[config.mk]
export PLATFORM = sky130hd
export DESIGN_NAME = tcbw_ctrl
export DESIGN_NICKNAME = d
export VERILOG_FILES = /design/src/rtl/tcbw_pkg.sv /design/src/rtl/tcbw_ctrl.sv
export SDC_FILE = /design/constraint.sdc
export NUM_CORES = 1
export LEC_CHECK = 0
export ABC_AREA = 1
export BUFFER_PORTS_ARGS = -buffer_cell sky130_fd_sc_hd__buf_2
export CAP_MARGIN = 20
export CORE_MARGIN = 2
export CORE_UTILIZATION = 30
export DETAILED_ROUTE_END_ITERATION = 16
export GPL_ROUTABILITY_DRIVEN = 0
export GPL_TIMING_DRIVEN = 0
export PLACE_DENSITY = 0.58
export SLEW_MARGIN = 20
export SYNTH_ARGS = -nofsm -noshare
export SYNTH_HDL_FRONTEND = slang
export SYNTH_SLANG_ARGS = --single-unit
[constraint.sdc]
create_clock -name clk_i -period 1.2 [get_ports clk_i]
set_clock_uncertainty 0.05 [all_clocks]
set_input_delay 0.12 -clock clk_i [delete_from_list [all_inputs] [get_ports clk_i]]
set_output_delay 0.12 -clock clk_i [all_outputs]
set_load 0.05 [all_outputs]
[src/rtl/tcbw_pkg.sv]
`timescale 1ns / 1ps
// ----------------------------------------------------------------------------
// tcbw_pkg: shared types and constants of the text cell buffer writer
// Store geometry, register indexes and the controller/datapath interface.
// ----------------------------------------------------------------------------
package tcbw_pkg;

  localparam int MaxCols    = 128;
  localparam int MaxRows    = 64;
  localparam int StoreDepth = MaxCols * MaxRows;
  localparam int AddrW      = $clog2(StoreDepth);
  localparam int ColW       = $clog2(MaxCols);      // column index
  localparam int RowW       = $clog2(MaxRows);      // row index
  localparam int SizeCW     = $clog2(MaxCols + 1);  // effective width
  localparam int SizeRW     = $clog2(MaxRows + 1);  // effective height
  localparam int CoordW     = 16;
  localparam int CharW      = 8;
  localparam int ColourW    = 16;
  localparam int CellW      = CharW + ColourW;
  localparam int GridWW     = 8;
  localparam int GridHW     = 7;
  localparam int CfgIdxW    = 2;
  localparam int CfgDataW   = 8;
  localparam int DivSteps   = CoordW;
  localparam int CntW       = $clog2(DivSteps);

  typedef enum logic [CfgIdxW-1:0] {
    CfgGridWidth   = 2'd0,
    CfgGridHeight  = 2'd1,
    CfgClipMode    = 2'd2,
    CfgOverlapMode = 2'd3
  } cfg_reg_e;

  typedef enum logic {
    FuncWrite = 1'b0,
    FuncRead  = 1'b1
  } func_e;

  // controller -> datapath
  typedef struct packed {
    logic clr_step;     // clear one store entry
    logic capture;      // latch a new request
    logic load_direct;  // coordinates already in range
    logic mod_step;     // one restoring-division step on both coordinates
    logic addr_load;    // form the store address
    logic mem_read;     // read the addressed cell
    logic finish_acc;   // complete an accepted request
    logic finish_rej;   // complete a rejected request
  } ctrl_cmd_t;

  // datapath -> controller
  typedef struct packed {
    logic clr_last;
    logic out_of_range;
    logic wrap_en;
    logic mod_last;
  } dp_status_t;

endpackage

[src/rtl/tcbw_ctrl.sv]
`timescale 1ns / 1ps
// ----------------------------------------------------------------------------
// tcbw_ctrl: request sequencer
// One-hot state machine stepping the datapath through clear, resolve and access.
// ----------------------------------------------------------------------------
module tcbw_ctrl (
  input  logic                  clk_i,
  input  logic                  rst_ni,
  input  logic                  start,
  input  tcbw_pkg::dp_status_t  sts_i,
  output tcbw_pkg::ctrl_cmd_t   cmd_o,
  output logic                  busy
);

  typedef enum logic [6:0] {
    StClear = 7'b0000001,
    StIdle  = 7'b0000010,
    StCheck = 7'b0000100,
    StMod   = 7'b0001000,
    StAddr  = 7'b0010000,
    StRead  = 7'b0100000,
    StEval  = 7'b1000000
  } state_e;

  state_e state_q, state_d;

  always_ff @(posedge clk_i or negedge rst_ni) begin
    if (!rst_ni) begin
      state_q <= StClear;
    end else begin
      state_q <= state_d;
    end
  end

  always_comb begin
    state_d = state_q;
    cmd_o   = '0;
    unique case (state_q)
      StClear: begin
        cmd_o.clr_step = 1'b1;
        if (sts_i.clr_last) state_d = StIdle;
      end
      StIdle: begin
        if (start) begin
          cmd_o.capture = 1'b1;
          state_d       = StCheck;
        end
      end
      StCheck: begin
        priority if (sts_i.out_of_range && !sts_i.wrap_en) begin
          cmd_o.finish_rej = 1'b1;
          state_d          = StIdle;
        end else if (sts_i.out_of_range) begin
          state_d = StMod;
        end else begin
          cmd_o.load_direct = 1'b1;
          state_d           = StAddr;
        end
      end
      StMod: begin
        cmd_o.mod_step = 1'b1;
        if (sts_i.mod_last) state_d = StAddr;
      end
      StAddr: begin
        cmd_o.addr_load = 1'b1;
        state_d         = StRead;
      end
      StRead: begin
        cmd_o.mem_read = 1'b1;
        state_d        = StEval;
      end
      StEval: begin
        cmd_o.finish_acc = 1'b1;
        state_d          = StIdle;
      end
      default: begin
        state_d = StIdle;
      end
    endcase
  end

  assign busy = (state_q != StIdle);

endmodule

==> flow_metrics.env, run 1 <==
export IMPL_tns_ns=-3.63
export IMPL_start_kind="register"
export IMPL_layout_drive_gt1_share_pct=71.7
export IMPL_port_buffers=15
export IMPL_whs_ns=0.0757
export IMPL_die_area_um2=1890
export IMPL_crit_required_ns=1.32
export IMPL_post_route_period_util_pct=128
export IMPL_hold_viol=0
export IMPL_relSlewSlack_pct=86.2
export IMPL_viasPerCell=4.39
export IMPL_grt_max_degree=8
export IMPL_synth_cells=67
export IMPL_status="finished with violations"
export IMPL_grt_util_all_layers_pct=14.1
export IMPL_min_path_type="input port to register"
export IMPL_overflow=0
export IMPL_cts_buffers=3
export IMPL_p_int_mw=1.02
export IMPL_ir_drop_v=0.00103
export IMPL_dp_cells=98
export IMPL_syn_avg_cell_area_um2=6.97
export IMPL_min_period_ns=1.53
export IMPL_placed_area_um2=639
export IMPL_grt_use_met2_pct=25.4
export IMPL_largest_register="state_q"
export IMPL_stdcell_area_um2=956
export IMPL_start_util_pct=31.3
export IMPL_wirelength_um=1220
export IMPL_dieHeight_um=43.4
export IMPL_cp_cell_sequence="nor2_4 > buf_12 > buf_6 > nand2_4 > nor2_4 > buf_6 > nand2_4 > nand2_4 > nor2_4 > inv_2 > nor2_2"
export IMPL_first_pass_iters=3
export IMPL_ys_seq_area_share_pct=37.8
export IMPL_max_cap_viol_count=0
export IMPL_path_class="register to register"
export IMPL_htreeDepth=1
export IMPL_ant_nets=0
export IMPL_drt_iter0_drc=1
export IMPL_clockBufferDepth=2
export IMPL_syn_to_final_growth_pct=105
export IMPL_final_util_pct=64.2
export IMPL_die_w_um=43.4
export IMPL_io_pins=16
export IMPL_reg_top3="state_q x7"
export IMPL_first_global_vias=480
export IMPL_coreArea_um2=1490
export IMPL_cts_root_buffer="clkbuf_4"
export IMPL_powerDensity_nw_per_um2=2050
export IMPL_finalPower_mw=1.96
export IMPL_grt_busiest_layer="met2"
export IMPL_worstMarginPinSlew_ns=0.205
export IMPL_antenna_cells=0
export IMPL_p_comb_share_pct=71.5
export IMPL_cp_top_family="flip-flops"
export IMPL_vias=505
export IMPL_swShare_pct=47.7
export IMPL_antenna_found_initial=0
export IMPL_final_cells=115
export IMPL_layout_setup_ws_ns=-0.332
export IMPL_p_leak_nw=0.457
export IMPL_arrival_ns=1.66
export IMPL_violations="setup timing"
export IMPL_ys_seq_elements=7
export IMPL_cts_tree="built"
export IMPL_syn_num_nets=74
export IMPL_drv_slew=0
export IMPL_met1_usage_pct=16.4
export IMPL_fp_row_count=14
export IMPL_synth_area_um2=467
export IMPL_p_seq_share_pct=18.0
export IMPL_insertion_delay_ns=0.25
export IMPL_cts_sinks=7
export IMPL_grt_util_met3_pct=1.25
export IMPL_path_max_fanout=2
export IMPL_grt_pass1_wl_um=1940
export IMPL_ys_types=14
export IMPL_crit_buf_inv=4
export IMPL_post_route_drc_count=0
export IMPL_setup_viol_count_final=13
export IMPL_final_common_cell="nor2_4"
export IMPL_place_ws_ns=-0.226
export IMPL_slowest_stage="dfstp_2"
export IMPL_path_clk_slew_ns=0.05
export IMPL_end_kind="register"
export IMPL_critPathMaxStageDelay_ns=0.55
export IMPL_clock_power_share_pct=10.5
export IMPL_dpl_hpwl_um=792
export IMPL_power_switching_mw=0.934
export IMPL_wl_per_cell_um=10.6
export IMPL_fmax_ghz=0.653
export IMPL_nNetsFinal=107
export IMPL_yosysWarnings=0
export IMPL_rsz0062_at_grt="true"
export IMPL_layout_common_cells="nor2_4, inv_1"
export IMPL_largest_register_ff_count=7
routing by layer:
metal,vias up,routed length (µm)
met2,10,687
met1,228,482
met4,0,23
met3,4,26
li1,263,-
met5,-,0
worst paths after layout:
check / startpoint / to / slack (ns) / cells after the start
min in group asynchronous: rst_ni / state_q[5] / 0.18 / 2
worst min-delay path: sts_i[1] / state_q[3] / 0.08 / 3
worst min register to register: state_q[0] / state_q[0] / 0.59 / 4
worst max-delay path: state_q[0] / state_q[4] / -0.33 / 11
max in group asynchronous: rst_ni / state_q[0] / 0.69 / 2
worst max register to register: state_q[0] / state_q[4] / -0.33 / 11
cells in the mapped netlist:
master,number,area share (%)
nor2_1,12,9.7
o22ai_1,1,1.3
dfrtp_1,6,32
inv_1,14,11
nand2_4,2,4.8
nor3_1,1,1.1
inv_2,2,1.6
dfstp_2,1,5.6
inv_4,1,1.3
nor2_4,3,7.2
nor2_2,5,6.7
nor4_1,1,1.3
nand3_1,5,5.4
nand2_1,13,10
timing repair:
item                       CTS  global route
gates resized for setup     44             8
setup buffers                9             3
cloned                       0             0
setup endpoints to repair   12            14
pin swaps                   15            11
hold endpoints to repair     7             0
hold buffers                 1             0
layout make-up:
cell class	count	area, µm²
fillers	118	533
multi-input cells	43	374
repair buffers	28	287
flip-flops and latches	7	179
inverters	17	70.1
clock buffers	4	26.3
well taps	16	20.0
power groups by stage:
stage	combinational, mW	sequential, mW	clock, mW
final	1.40	0.351	0.206
after global routing	1.49	0.359	0.216
after CTS	1.36	0.347	0.208
after detailed placement	0.903	0.349	0
after global placement	0.897	0.347	0
after floorplan	0.769	0.340	0
logic make-up (layout without fill, tap and decap cells):
kind of cell	Yosys count	in the layout	share of synthesized area, %
buffers and inverters	17	49	14.2
AND/OR/NAND/NOR	42	42	46.6
AO/OA/AOI/OAI	1	1	1.34
flip-flops	7	7	37.8
worst reg2reg max path: cells and delay by family, from the launching register on:
kind / cells / cell delay [ns]
buffers and inverters: 4 / 0.40
DFF: 1 / 0.55
and+or+nand+nor: 7 / 0.47
Power figures use the tool's default switching activity.
==> run 2, diff against run 1 <==
- SKIP_CTS_REPAIR_TIMING: unset -> 1
==> flow_metrics.env, run 2 (synthesized netlist as in run 1, its figures left out) <==
export IMPL_layout_common_cells="inv_1, nor2_4, nor2_1, buf_6"
export IMPL_crit_required_ns=1.03
export IMPL_grt_max_degree=8
export IMPL_setup_viol_count_final=13
export IMPL_overflow=0
export IMPL_violations="setup timing"
export IMPL_post_route_drc_count=0
export IMPL_syn_to_final_growth_pct=80.7
export IMPL_stdcell_area_um2=843
export IMPL_layout_drive_gt1_share_pct=61.5
export IMPL_cts_sinks=7
export IMPL_arrival_ns=1.38
export IMPL_rsz0062_at_grt="true"
export IMPL_insertion_delay_ns=0.24
export IMPL_hold_viol=0
export IMPL_dieHeight_um=43.4
export IMPL_cts_root_buffer="clkbuf_4"
export IMPL_path_clk_slew_ns=0.05
export IMPL_wirelength_um=1040
export IMPL_htreeDepth=1
export IMPL_largest_register="state_q"
export IMPL_placed_area_um2=639
export IMPL_powerDensity_nw_per_um2=2090
export IMPL_end_kind="output pin"
export IMPL_ant_nets=0
export IMPL_path_max_fanout=4
export IMPL_die_w_um=43.4
export IMPL_tns_ns=-3.19
export IMPL_start_util_pct=31.3
export IMPL_place_ws_ns=-0.226
export IMPL_grt_pass1_wl_um=1520
export IMPL_drv_slew=0
export IMPL_antenna_found_initial=0
export IMPL_post_route_period_util_pct=130
export IMPL_die_area_um2=1890
export IMPL_dpl_hpwl_um=792
export IMPL_fillers=142
export IMPL_reg_top3="state_q x7"
export IMPL_fmax_ghz=0.643
export IMPL_worstMarginPinSlew_ns=0.216
export IMPL_p_leak_nw=0.396
export IMPL_coreArea_um2=1490
export IMPL_grt_util_all_layers_pct=11.1
export IMPL_status="finished with violations"
export IMPL_nNetsFinal=99
export IMPL_layout_setup_ws_ns=-0.355
export IMPL_start_kind="register"
export IMPL_finalPower_mw=1.76
export IMPL_max_cap_viol_count=0
export IMPL_viasPerCell=4.44
export IMPL_cts_buffers=3
export IMPL_first_pass_iters=4
export IMPL_dp_cells=98
export IMPL_io_pins=16
export IMPL_drt_iter0_drc=7
export IMPL_cts_tree="built"
export IMPL_wl_per_cell_um=9.76
export IMPL_relSlewSlack_pct=85.6
export IMPL_path_class="register to output pin"
export IMPL_min_path_type="input port to register"
export IMPL_largest_register_ff_count=7
export IMPL_min_period_ns=1.55
export IMPL_fp_row_count=14
export IMPL_ir_drop_v=0.000969
export IMPL_vias=475
export IMPL_first_global_vias=385
export IMPL_antenna_cells=0
export IMPL_final_cells=107
export IMPL_clockBufferDepth=2
export IMPL_port_buffers=15
export IMPL_r2r_slack_ns=-0.14
-- run 2: changes by cell type in the layout (fill, tap and decap cells not counted) --
cell / change
buf_12: -1
buf_4: -4
buf_8: -3
dfrtp_1: +1
dfrtp_2: -1
inv_1: +3
inv_2: -3
nand2_1: +2
nand2_2: +1
nand2_4: -4
nand2_8: +1
nand3_1: +1
nand3_2: -1
-- run 2: where the power goes --
group,leakage (nW),internal [mW],switching [mW]
registers,0.0882,0.289,0.0585
logic,0.293,0.465,0.746
clock network,0.0150,0.126,0.0779
total,0.396,0.879,0.883
-- run 2: cell type report --
cell class	count	area, µm²	share of cell area [%]
repair buffers	20	191	22.7
inverters	17	70.1	8.31
flip-flops and latches	7	178	21.1
clock buffers	4	26.3	3.12
well taps	16	20.0	2.37
multi-input cells	43	358	42.4
-- run 2: final timing paths --
path / end / depth (start not counted) / from
max in group asynchronous: state_q[0] / 2 / rst_ni
worst min-delay path: state_q[0] / 4 / sts_i[3]
worst max register to register: state_q[1] / 9 / state_q[1]
worst min register to register: state_q[0] / 4 / state_q[0]
min in group asynchronous: state_q[5] / 2 / rst_ni
worst max-delay path: cmd_o[0] / 6 / state_q[4]
-- run 2: per-stage QoR --
stage	util, %	hold WS, ns
after floorplan	-	-0.226
after global placement	42.9	-0.0967
after detailed placement	42.9	-0.0947
after CTS	44.7	-0.355
after global routing	56.6	0.0723
final	56.6	0.0582
-- run 2: critical path: stages, from the launching register on --
cell     delay [ns]
dfrtp_2        0.44
nor2_4         0.14
nand2_4        0.10
nor2_4         0.14
nand3_2        0.10
inv_2          0.06
buf_6          0.14
-- run 2: metal layers --
| metal | vias to the layer above | routed length, µm | global-route usage (%) |
|---|---|---|---|
| met1 | 217 | 444 | 14.1 |
| met2 | 10 | 555 | 17.6 |
| met4 | 0 | 10 | 7.27 |
| met5 | - | 0 | 0 |
| met3 | 2 | 33 | 1.25 |
| li1 | 246 | - | - |
